## src/ilcs_pkg.sv

```systemverilog
// Shared types and constants for the IPv4 / layer four checksum stream.
`timescale 1ns / 1ps
package ilcs_pkg;

	localparam int unsigned CountW = 17;
	localparam int unsigned HsumW  = 20;
	localparam int unsigned PsumW  = 32;

	localparam logic [CountW-1:0] HdrBytes = CountW'(20);
	localparam logic [CountW-1:0] CountMax = {CountW{1'b1}};
	localparam logic [HsumW-1:0]  HsumMax  = {HsumW{1'b1}};
	localparam logic [PsumW-1:0]  PsumMax  = {PsumW{1'b1}};
	localparam logic [7:0]        ProtoUdp = 8'd17;

	localparam logic [CountW-1:0] PosLenHi = CountW'(2);
	localparam logic [CountW-1:0] PosLenLo = CountW'(3);
	localparam logic [CountW-1:0] PosProto = CountW'(9);

	localparam logic [1:0] StatOk       = 2'd0;
	localparam logic [1:0] StatShortLen = 2'd1;
	localparam logic [1:0] StatShortStr = 2'd2;

	// final sums of one packet, handed from accumulation to the finishing stage
	typedef struct packed {
		logic [HsumW-1:0] hsum;
		logic [PsumW-1:0] psum;
		logic             l4_en;
		logic             udp;
		logic [1:0]       status;
	} sums_t;

endpackage

```

## src/ilcs_accum.sv

```systemverilog
// Running header / layer four sums and end-of-packet sum register.
`timescale 1ns / 1ps
module ilcs_accum (
	input  logic              clk,
	input  logic              arst_n,
	input  logic              beat_valid,
	input  logic [7:0]        beat_byte,
	input  logic              beat_last,
	output logic              beat_take,
	output logic              sums_valid,
	output ilcs_pkg::sums_t   sums,
	input  logic              sums_take
);

	logic [ilcs_pkg::CountW-1:0] count_q, count_new;
	logic [ilcs_pkg::HsumW-1:0]  hsum_q, hsum_new, hsum_fin;
	logic [ilcs_pkg::PsumW-1:0]  psum_q, psum_new, psum_fin;
	logic [7:0]                  pend_q, pend_new, proto_q, proto_new;
	logic [15:0]                 tlen_q, tlen_new;
	logic [ilcs_pkg::HsumW:0]    hs_word, hs_odd;
	logic [ilcs_pkg::PsumW:0]    ps_word, ps_odd;
	logic [ilcs_pkg::CountW-1:0] tlen_ext, span_end;
	logic                        in_hdr, in_l4, hdr_odd, l4_odd, l4_en;
	logic [1:0]                  status;
	logic                        s2_free;
	ilcs_pkg::sums_t             sums_s2;
	logic                        valid_s2;

	assign tlen_ext = ilcs_pkg::CountW'(tlen_q);
	assign in_hdr   = count_q < ilcs_pkg::HdrBytes;
	assign in_l4    = !in_hdr && (count_q < tlen_ext);

	assign hs_word = {1'b0, hsum_q} + (ilcs_pkg::HsumW+1)'({beat_byte, pend_q});
	assign ps_word = {1'b0, psum_q} + (ilcs_pkg::PsumW+1)'({beat_byte, pend_q});

	always_comb begin
		tlen_new  = tlen_q;
		proto_new = proto_q;
		pend_new  = pend_q;
		hsum_new  = hsum_q;
		psum_new  = psum_q;
		if (in_hdr) begin
			if (count_q == ilcs_pkg::PosLenHi)
				tlen_new = {beat_byte, tlen_q[7:0]};
			else if (count_q == ilcs_pkg::PosLenLo)
				tlen_new = {tlen_q[15:8], beat_byte};
			else if (count_q == ilcs_pkg::PosProto)
				proto_new = beat_byte;
			if (!count_q[0])
				pend_new = beat_byte;
			else
				hsum_new = hs_word[ilcs_pkg::HsumW] ? ilcs_pkg::HsumMax
					: hs_word[ilcs_pkg::HsumW-1:0];
		end else if (in_l4) begin
			// offset from byte 20 has the same parity as the count
			if (!count_q[0])
				pend_new = beat_byte;
			else
				psum_new = ps_word[ilcs_pkg::PsumW] ? ilcs_pkg::PsumMax
					: ps_word[ilcs_pkg::PsumW-1:0];
		end
		count_new = (count_q == ilcs_pkg::CountMax) ? count_q : count_q + 1'b1;
	end

	// odd tail: the sum was left untouched this beat, so add to the old sum
	assign hs_odd = {1'b0, hsum_q} + (ilcs_pkg::HsumW+1)'(pend_new);
	assign ps_odd = {1'b0, psum_q} + (ilcs_pkg::PsumW+1)'(pend_new);

	assign l4_en    = ilcs_pkg::CountW'(tlen_new) >= ilcs_pkg::HdrBytes;
	assign span_end = (count_new < ilcs_pkg::CountW'(tlen_new)) ? count_new
		: ilcs_pkg::CountW'(tlen_new);
	assign hdr_odd  = (count_new < ilcs_pkg::HdrBytes) && count_new[0];
	assign l4_odd   = l4_en && (count_new > ilcs_pkg::HdrBytes) && span_end[0];

	always_comb begin
		hsum_fin = hsum_new;
		psum_fin = psum_new;
		if (hdr_odd)
			hsum_fin = hs_odd[ilcs_pkg::HsumW] ? ilcs_pkg::HsumMax
				: hs_odd[ilcs_pkg::HsumW-1:0];
		if (l4_odd)
			psum_fin = ps_odd[ilcs_pkg::PsumW] ? ilcs_pkg::PsumMax
				: ps_odd[ilcs_pkg::PsumW-1:0];
		if (!l4_en)
			status = ilcs_pkg::StatShortLen;
		else if (count_new < ilcs_pkg::CountW'(tlen_new))
			status = ilcs_pkg::StatShortStr;
		else
			status = ilcs_pkg::StatOk;
	end

	assign s2_free   = !valid_s2 || sums_take;
	assign beat_take = beat_valid && (!beat_last || s2_free);

	always_ff @(posedge clk or negedge arst_n) begin
		if (!arst_n) begin
			count_q  <= '0;
			hsum_q   <= '0;
			psum_q   <= '0;
			pend_q   <= '0;
			tlen_q   <= '0;
			proto_q  <= '0;
			valid_s2 <= 1'b0;
		end else begin
			if (sums_take)
				valid_s2 <= 1'b0;
			if (beat_take) begin
				if (beat_last) begin
					count_q  <= '0;
					hsum_q   <= '0;
					psum_q   <= '0;
					pend_q   <= '0;
					tlen_q   <= '0;
					proto_q  <= '0;
					valid_s2 <= 1'b1;
				end else begin
					count_q <= count_new;
					hsum_q  <= hsum_new;
					psum_q  <= psum_new;
					pend_q  <= pend_new;
					tlen_q  <= tlen_new;
					proto_q <= proto_new;
				end
			end
		end
	end

	always_ff @(posedge clk) begin
		if (beat_take && beat_last) begin
			sums_s2.hsum   <= hsum_fin;
			sums_s2.psum   <= psum_fin;
			sums_s2.l4_en  <= l4_en;
			sums_s2.udp    <= (proto_new == ilcs_pkg::ProtoUdp);
			sums_s2.status <= status;
		end
	end

	assign sums_valid = valid_s2;
	assign sums       = sums_s2;

endmodule

```

## src/ilcs_finish.sv

```systemverilog
// Folding, complement and UDP zero substitution, with the result register.
`timescale 1ns / 1ps
module ilcs_finish (
	input  logic            clk,
	input  logic            arst_n,
	input  logic            sums_valid,
	input  ilcs_pkg::sums_t sums,
	output logic            sums_take,
	output logic            out_valid,
	input  logic            out_ready,
	output logic [15:0]     header_checksum,
	output logic [15:0]     l4_checksum,
	output logic [1:0]      status
);

	logic [16:0] h1, h2, p1, p2, l1;
	logic [15:0] hdr_ck, l4_ck, l4_sel;
	logic        valid_q;
	logic [15:0] hdr_q, l4_q;
	logic [1:0]  status_q;

	assign h1     = 17'(sums.hsum[19:16]) + 17'(sums.hsum[15:0]);
	assign h2     = 17'(h1[16]) + 17'(h1[15:0]);
	assign hdr_ck = ~h2[15:0];

	assign p1     = 17'(sums.psum[31:16]) + 17'(sums.psum[15:0]);
	assign p2     = 17'(p1[16]) + 17'(p1[15:0]);
	assign l1     = 17'(p2[15:0]) + 17'(hdr_ck);
	assign l4_ck  = ~(l1[15:0] + 16'(l1[16]));

	always_comb begin
		if (!sums.l4_en)
			l4_sel = '0;
		else if (l4_ck == '0 && sums.udp)
			l4_sel = 16'hffff;
		else
			l4_sel = l4_ck;
	end

	assign sums_take = sums_valid && (!valid_q || out_ready);

	always_ff @(posedge clk or negedge arst_n) begin
		if (!arst_n)
			valid_q <= 1'b0;
		else if (sums_take)
			valid_q <= 1'b1;
		else if (out_ready)
			valid_q <= 1'b0;
	end

	always_ff @(posedge clk) begin
		if (sums_take) begin
			hdr_q    <= hdr_ck;
			l4_q     <= l4_sel;
			status_q <= sums.status;
		end
	end

	assign out_valid       = valid_q;
	assign header_checksum = hdr_q;
	assign l4_checksum     = l4_q;
	assign status          = status_q;

endmodule

```

## src/ipv4_l4_checksum_stream.sv

```systemverilog
// Top level of the streaming IPv4 header and layer four checksum block.
//
//  channel | signals                                   | beat
//  --------+-------------------------------------------+---------------------------------
//  in      | in_valid, in_ready, data_byte, last        | one packet byte, last on final
//  out     | out_valid, out_ready, header_checksum,     | one result per packet
//          | l4_checksum, status                        |
//
// One byte per cycle sustained. A byte sits in the input register, is
// folded into the running sums, and on the last byte the final sums go to a
// second register; from there the checksums are registered in the output
// register, which holds the result until out_ready takes it.
// Reset clears the running sums, counts and valid flags; the block then waits for a
// header byte. A stalled output only holds back last bytes behind a full
// sum register; ordinary bytes keep flowing.
`timescale 1ns / 1ps
module ipv4_l4_checksum_stream (
	input  logic        clk,
	input  logic        arst_n,
	input  logic        in_valid,
	output logic        in_ready,
	input  logic [7:0]  data_byte,
	input  logic        last,
	output logic        out_valid,
	input  logic        out_ready,
	output logic [15:0] header_checksum,
	output logic [15:0] l4_checksum,
	output logic [1:0]  status
);

	logic            valid_s1;
	logic [7:0]      byte_s1;
	logic            last_s1;
	logic            take_s1;
	logic            sums_valid;
	logic            sums_take;
	ilcs_pkg::sums_t sums;

	// input register frees up whenever its beat is consumed
	assign in_ready = !valid_s1 || take_s1;

	always_ff @(posedge clk or negedge arst_n) begin
		if (!arst_n)
			valid_s1 <= 1'b0;
		else if (in_ready)
			valid_s1 <= in_valid;
	end

	always_ff @(posedge clk) begin
		if (in_valid && in_ready) begin
			byte_s1 <= data_byte;
			last_s1 <= last;
		end
	end

	ilcs_accum u_accum (
		.clk        (clk),
		.arst_n     (arst_n),
		.beat_valid (valid_s1),
		.beat_byte  (byte_s1),
		.beat_last  (last_s1),
		.beat_take  (take_s1),
		.sums_valid (sums_valid),
		.sums       (sums),
		.sums_take  (sums_take)
	);

	ilcs_finish u_finish (
		.clk             (clk),
		.arst_n          (arst_n),
		.sums_valid      (sums_valid),
		.sums            (sums),
		.sums_take       (sums_take),
		.out_valid       (out_valid),
		.out_ready       (out_ready),
		.header_checksum (header_checksum),
		.l4_checksum     (l4_checksum),
		.status          (status)
	);

endmodule

```

## config.mk

```make
export PLATFORM = sky130hd
export DESIGN_NAME = ipv4_l4_checksum_stream
export DESIGN_NICKNAME = d
export VERILOG_FILES = /design/src/ilcs_pkg.sv /design/src/ilcs_accum.sv /design/src/ilcs_finish.sv /design/src/ipv4_l4_checksum_stream.sv
export SDC_FILE = /design/constraint.sdc
export NUM_CORES = 1
export LEC_CHECK = 0
export ABC_AREA = 1
export BUFFER_PORTS_ARGS = -buffer_cell sky130_fd_sc_hd__buf_2
export CORE_ASPECT_RATIO = 1.4
export CORE_MARGIN = 2
export CORE_UTILIZATION = 60
export DETAILED_ROUTE_END_ITERATION = 12
export PLACE_DENSITY_LB_ADDON = 0.25
export SKIP_LAST_GASP = 1
export SYNTH_ARGS = -nofsm -noshare
export SYNTH_HDL_FRONTEND = slang
export SYNTH_SLANG_ARGS = --single-unit
```

## constraint.sdc

```tcl
create_clock -name clk -period 11.9 [get_ports clk]
set_input_delay 1.785 -clock clk [delete_from_list [all_inputs] [get_ports clk]]
set_output_delay 1.785 -clock clk [all_outputs]
set_load 0.02 [all_outputs]
```

==> results of run 1 <==
-- power groups by stage --
| stage | combinational [mW] | sequential, mW | clock, mW |
|---|---|---|---|
| 2_1_floorplan | 0.793 | 0.895 | 0 |
| 3_3_place_gp | 1.08 | 0.888 | 0 |
| 3_5_place_dp | 1.10 | 0.890 | 0 |
| 4_1_cts | 1.11 | 0.878 | 0.720 |
| 5_1_grt | 1.25 | 0.885 | 0.745 |
| 6_report | 1.13 | 0.879 | 0.710 |
-- synth_stat cells (all sizes together) --
cell type and count:
a211o 1, a21boi 8, a21o 4, a21oi 120, a22o 8, a22oi 4, a31oi 5, and2 4
and3 6, buf 23, clkbuf 32, clkinv 3, dfrtp 104, edfxtp 99, fa 7, ha 123
inv 315, mux2i 1, nand2 669, nand3 180, nand3b 8, nand4 86, nor2 199, nor3 45
nor3b 1, nor4 8, nor4b 1, o2111ai 2, o211ai 2, o21a 3, o21ai 173, o21bai 9
o22ai 52, o31ai 4, or2 4, or4 1, xnor2 30, xor2 59
-- metal layers --
metal / vias to the layer above / track usage / wire [um]
met5: - / 0 / 0
met4: 0 / 0.216 / 3580
met3: 195 / 0.0405 / 2770
met2: 631 / 0.621 / 25500
met1: 7654 / 0.382 / 19300
li1: 8137 / - / -
-- cell usage in the layout (no fill, tap or decap), types with 47 or more instances in the layout --
| master | netlist | routed |
|---|---|---|
| nand4_1 | 83 | 83 |
| inv_1 | 290 | 289 |
| ha_1 | 123 | 123 |
| nand2_1 | 660 | 660 |
| nor2_1 | 193 | 191 |
| edfxtp_1 | 99 | 99 |
| o21ai_0 | 140 | 140 |
| xor2_1 | 58 | 58 |
| nand3_1 | 175 | 175 |
| buf_2 | 15 | 47 |
| dfrtp_1 | 104 | 104 |
| a21oi_1 | 110 | 110 |
| o22ai_1 | 52 | 52 |
-- worst max path at each step --
stage | end | slack [ns] | cells past startpoint
after floorplan | u_finish.l4_checksum[10]$_SDFFCE_PN0P_ | 5.84 | 48
after global placement | u_finish.l4_checksum[1]$_SDFFCE_PN0P_ | 4.99 | 45
after detailed placement | u_finish.l4_checksum[4]$_SDFFCE_PN0P_ | 4.74 | 48
after CTS | u_finish.l4_checksum[4]$_SDFFCE_PN0P_ | 4.60 | 46
after global routing | u_finish.l4_checksum[4]$_SDFFCE_PN0P_ | 3.58 | 48
final | u_finish.l4_checksum[4]$_SDFFCE_PN0P_ | 4.57 | 46
-- area by class of cell --
type	instances	area [um2]
clock buffers	26	587
clock inverters	16	150
fillers	2520	9920
inverters	318	1190
multi-input cells	1827	10000
flip-flops and latches	203	5580
well taps	375	469
repair buffers	56	303
-- cell families (layout without fill, tap and decap cells) --
family / count (synthesis) / count (layout) / share of synthesized area
xor gates and xnor gates: 89 / 89 / 0.0462
adders and majority gates: 130 / 130 / 0.0985
DFF: 203 / 203 / 0.327
AOI/OAI and AO/OA: 395 / 395 / 0.131
and+or+nand+nor: 1212 / 1212 / 0.311
muxes: 1 / 1 / 0.000587
buffers and inverters: 373 / 416 / 0.0859
-- flip-flops by register name (all words and copies together), names as in the netlist --
signal and count:
u_accum.psum_q 32, u_finish.header_checksum 16, u_accum.sums_valid 1, u_accum.proto_q 8
last_s1 1, u_finish.l4_checksum 16, byte_s1 8, u_finish.out_valid 1
u_accum.tlen_q 16, u_accum.hsum_q 20, u_accum.sums 56, u_accum.pend_q 8
u_accum.count_q 17, u_finish.status 2, valid_s1 1
-- per-stage QoR --
step | utilization | hold slack [ns] | setup WS (ns) | instances | instance area [um2]
after floorplan | - | 0.400 | 5.84 | 2403 | 17000
after global placement | 0.622 | 0.408 | 4.99 | 2779 | 17600
after detailed placement | 0.622 | 0.408 | 4.74 | 2779 | 17600
after CTS | 0.649 | 0.423 | 4.60 | 2821 | 18300
after global routing | 0.649 | 0.426 | 3.58 | 2821 | 18300
final | 0.649 | 0.420 | 4.57 | 2821 | 18300
==> flow_summary.yaml, run 1 <==
status:
  status: "completed"
power:
  p_int_mw: 1.57
  pwr-share-comb: 0.415
  power.density_nw_per_um2: 148
  power.share.switching: 0.422
  vdd_ir_drop_max_mv: 0.126
  pwr-share-clk: 0.262
  net-switching-power_mw: 1.15
  power_mw: 2.72
  power_frac_seq: 0.324
  p_leak_nw: 8.97
setup_path:
  arrival_ns: 7.69
  worstSetupStartpointType: "flip-flop"
  path_delay_family: "simple AND/OR/NAND/NOR gates"
  r2r-end: "u_finish.l4_checksum[4]$_SDFFCE_PN0P_"
  cp_slowest_cell: "nor4_1"
  critPathMaxFanout: 16
  rr_worst_depth: 46
  cpMostUsedCell: "nand2_1"
  r2r_slack_ns: 4.57
  crit_type: "flip-flop to flip-flop"
  crit_path_start: "u_accum.sums[36]$_DFFE_PP_"
  r2r_start: "u_accum.sums[36]$_DFFE_PP_"
  endpoint_kind: "flip-flop"
  max_stage_delay_ns: 0.43
  cp.required_ns: 12.26
  critical_path_buf_inv_count: 2
timing:
  finalHoldViolations: 0
  relSlewSlack: 0.174
  fmax_ghz: 0.136
  finalSetupTns_ns: 0
  rsz0062_at_grt: "no"
  finClkSkew_ns: 0.0137
  final_max_slew_viol_count: 0
  finalCritPeriodShare: 0.616
  timing.final.crit_period_ns: 7.33
  setup_violations: 0
  worst_slew_pin_slew_ns: 1.24
detailed_routing:
  vias_per_cell: 5.89
  num_vias: 16617
  drtPass1Iterations: 6
  drt-wirelength-per-cell_um: 18.1
  antenna_left: 0
  dr.first_iter.drc_count: 1151
  routed_wl_mm: 51.2
  drc: 0
yosys:
  syn_nets: 2546
  syn_inst: 2403
  postSynthAreaPerCell_um2: 7.09
  yosys-top-cells-area: "edfxtp_1 17%, dfrtp_1 15%, nand2_1 15%"
  yosysTopAreaCellShare: 0.174
  synth.distinct_cells: 57
  synth_largest_area_cell: "edfxtp_1"
  ys_ff_latch: 203
  ys_warn_count: 0
  seq_area_frac_synth: 0.327
  netlist_area_um2: 17000
place:
  gp_congestion: 0.995
  hpwl_mm: 38.5
  numPortBuffers: 48
cts:
  cts_sinks: 203
  clk_latency_ns: 0.54
  cts_hold_buf: 0
  cts_made_buffers: 23
  cts_resized: 0
  htree_levels: 1
  cts_tree: "built"
  clockBufferDepth: 3
  cts.clk_slew.worst_paths_ns: 0.06
  post_cts_buffers: 0
  root_buffer: "clkbuf_16"
min_path:
  hold_end: "u_finish.status[1]$_DFFE_PP_"
  holdPathStages: 0
  hp-class: "flip-flop to flip-flop"
  hold_path.startpoint: "u_accum.sums[1]$_SDFFCE_PP0P_"
global_route:
  grt_overflow: 0
  grt_first_pass_wirelength_mm: 81.6
  grt_start_max_net_pins: 80
  grt.total_usage: 0.343
  antenna_found_initial: 0
  grt_pass1_vias: 16078
layout:
  num_antenna_cells: 0
  area_growth_pct: 7.38
  nets: 2572
  drive_gt1_frac: 0.0699
floorplan:
  core_area_um2: 28200
  initial_utilization: 0.604
  ios: 49
  rows: 73
  die_w_um: 146
  dieArea_um2: 29800
  dieHeight_um: 203
flow_run:
  maxCapViolCount: 0
Power figures use the tool's default switching activity.
==> run 2: changes to the inputs <==
Settings changed: ABC_AREA 1 to 0, CORE_UTILIZATION 60 to 58.
Clock period 11.9 ns to 6.2 ns, I/O delays scaled along.
==> run 2 against run 1 <==
Net effect:
- non-clock buffer count increased by 156
- total power grew to 2.6 times the previous value
- final area grew 0.49%
- largest cell class unchanged
- the flow now finishes with violations (setup timing)
- highest routed layer is now met5
- synthesized cell count shrank 26%
- critical path type unchanged
- utilization grew 3.5 points
==> flow_summary.yaml, run 2 <==
status:
  status: "finished with violations"
  violations: "setup timing"
yosys:
  async_flop_share: 0.512
  seq_area_frac_synth: 0.351
  syn_inst: 1788
  netlist_area_um2: 15900
  postSynthAreaPerCell_um2: 8.89
  synth_largest_area_cell: "edfxtp_1"
  ys_warn_count: 0
  synth_edf_count: 99
  ys_top_cells_by_count: "150 x nand2_1, 148 x nor2_1, 148 x o21ai_0"
  synth.distinct_cells: 86
  yosys-top-cells-area: "edfxtp_1 19%, dfrtp_1 16%, ha_1 9.7%"
  syn_nets: 1931
  ys_dominant_reg_cell: "dfrtp_1"
  ys_ff_latch: 203
  yosysTopAreaCellShare: 0.187
  yosysMostFrequentCell: "nand2_1"
global_route:
  grt_first_pass_wirelength_mm: 71.6
  grt_pass1_vias: 14386
  grt.total_usage: 0.315
  grt_start_max_net_pins: 70
  grt_overflow: 0
  antenna_found_initial: 1
setup_path:
  cp.required_ns: 6.56
  path_delay_family: "compound AO/OA/AOI/OAI gates"
  critPathMaxFanout: 5
  critical_path_buf_inv_count: 3
  cpMostUsedCell: "ha_4"
  cp.depth: 35
  crit_type: "flip-flop to flip-flop"
  cp_slowest_cell: "edfxtp_1"
  max_stage_delay_ns: 0.41
  arrival_ns: 6.98
  endpoint_kind: "flip-flop"
  worstSetupStartpointType: "flip-flop"
  rr_worst_depth: 35
detailed_routing:
  num_vias: 14450
  drtPass1Iterations: 6
  routed_wl_mm: 44.8
  drt-wirelength-per-cell_um: 19.3
  antenna_left: 0
  vias_per_cell: 6.22
  drc: 0
  dr.first_iter.drc_count: 908
power:
  power.density_nw_per_um2: 384
  vdd_ir_drop_max_mv: 0.214
  p_leak_nw: 7.70
floorplan:
  core_area_um2: 26900
  dieHeight_um: 200
  initial_utilization: 0.590
  dieArea_um2: 28800
  rows: 71
  ios: 49
  die_w_um: 144
cts:
  cts_tree: "built"
  clk_latency_ns: 0.53
  clockBufferDepth: 3
  cts_sinks: 203
  root_buffer: "clkbuf_16"
  cts_made_buffers: 22
  htree_levels: 1
  cts.clk_slew.worst_paths_ns: 0.06
  cts_hold_buf: 0
timing:
  finalCritPeriodShare: 1.07
  worst_slew_pin_slew_ns: 1.23
  rsz0062_at_grt: "yes"
  setup_violations: 16
  finalHoldViolations: 0
  fin_hold_ws_ns: 0.378
  fmax_ghz: 0.151
  finClkSkew_ns: 0.0123
  final_max_slew_viol_count: 0
  timing.final.crit_period_ns: 6.62
  timing.final.ws_setup_ns: -0.422
  relSlewSlack: 0.177
  finalSetupTns_ns: -6.28
place:
  numPortBuffers: 48
  place_area_um2: 17500
  hpwl_mm: 34.0
  gp_congestion: 0.974
layout:
  finalInstanceArea_um2: 18400
  largest_register_ffs: 56
  area_growth_pct: 15.7
  nets: 2086
  num_antenna_cells: 0
  drive_gt1_frac: 0.169
  final_common_cell: "buf_4"
  final_cell_mix: "164 x buf_4, 149 x nand2_1, 147 x nor2_1, 143 x o21ai_0, 124 x a21oi_1"
min_path:
  hp-class: "input pin to async pin"
flow_run:
  maxCapViolCount: 0
[run 2: cell types whose count changed after synthesis, sizes merged, moves of 20 or more]
cell and delta:
mux2i +30, clkbuf +32, nand4 -56, nand3 -125
inv -252, nor2b +20, o21a +23, o21ai -23
a31oi +23, nand2 -519, a21o +27, xnor2 +55
nor2 -51
[run 2: layout make-up]
class	instances	area [um2]
fillers	2156	8520
multi-input cells	1441	9940
clock inverters	14	113
inverters	63	236
flip-flops and latches	203	5580
repair buffers	212	1480
clock buffers	26	597
well taps	365	457
[run 2: path summary, 6_finish.rpt]
check | startpoint | endpoint | slack (ns)
setup / recovery | u_accum.sums[4]$_DFFE_PP_ | u_finish.l4_checksum[0]$_SDFFCE_PN0P_ | -0.42
setup reg to reg | u_accum.sums[4]$_DFFE_PP_ | u_finish.l4_checksum[0]$_SDFFCE_PN0P_ | -0.42
hold / removal | arst_n | u_accum.proto_q[3]$_DFFE_PN0P_ | 0.38
hold reg to reg | u_accum.sums[0]$_SDFFCE_PP1P_ | u_finish.status[0]$_DFFE_PP_ | 0.47
min in group clk | u_accum.sums[0]$_SDFFCE_PP1P_ | u_finish.status[0]$_DFFE_PP_ | 0.47
max in group asynchronous | arst_n | u_accum.hsum_q[12]$_DFFE_PN0P_ | 4.49
[run 2: through the flow]
step | util | setup WS [ns] | cells | power [mW]
3_3_place_gp | 0.650 | -0.299 | 2268 | 5.55
4_1_cts | 0.680 | -0.313 | 2317 | 6.98
2_1_floorplan | - | -0.318 | 1788 | 4.31
5_1_grt | 0.683 | -0.801 | 2324 | 7.50
3_5_place_dp | 0.650 | -0.473 | 2268 | 5.62
6_report | 0.683 | -0.422 | 2324 | 7.06
[run 2: power by group]
group / internal, mW / switching (mW)
clock network: 0.736 / 0.568
logic: 1.69 / 2.20
registers: 1.68 / 0.177
total: 4.11 / 2.95
[run 2: worst reg2reg max path: cells and delay by family, from the launching register on]
family                     cells  cell delay [ns]
DFF                            1             0.41
buffers and inverters          3             0.29
AOI/OAI and AO/OA             15             2.41
adders and majority gates      7             1.56
and+or+nand+nor               10             1.79
[run 2: routing by layer]
metal | GRT usage | part of all wire | vias to the layer above
li1 | - | - | 6949
met1 | 0.341 | 0.37 | 6888
met2 | 0.591 | 0.53 | 459
met3 | 0.0339 | 0.044 | 152
met4 | 0.180 | 0.059 | 2
met5 | 0 | 0.00029 | -
[run 2: timing repair]
| action | 4_1_cts | 5_1_grt |
|---|---|---|
| setup endpoints to repair | 16 | 16 |
| pin swaps | 6 | 8 |
| cloned | 0 | 0 |
| gates resized for setup | 5 | 11 |
| buffers inserted | 9 | 7 |
[run 2: cells by family (layout without fill, tap and decap cells)]
group           count (synthesis)  count (layout)  share of synthesized area
simple gates                  583             583                      0.184
compound gates                546             546                      0.218
flops                         203             203                      0.351
buf+inv                       144             315                     0.0356
xor+xnor                      134             134                     0.0739
fa+ha+maj                     130             130                      0.106
mux                            48              48                     0.0325
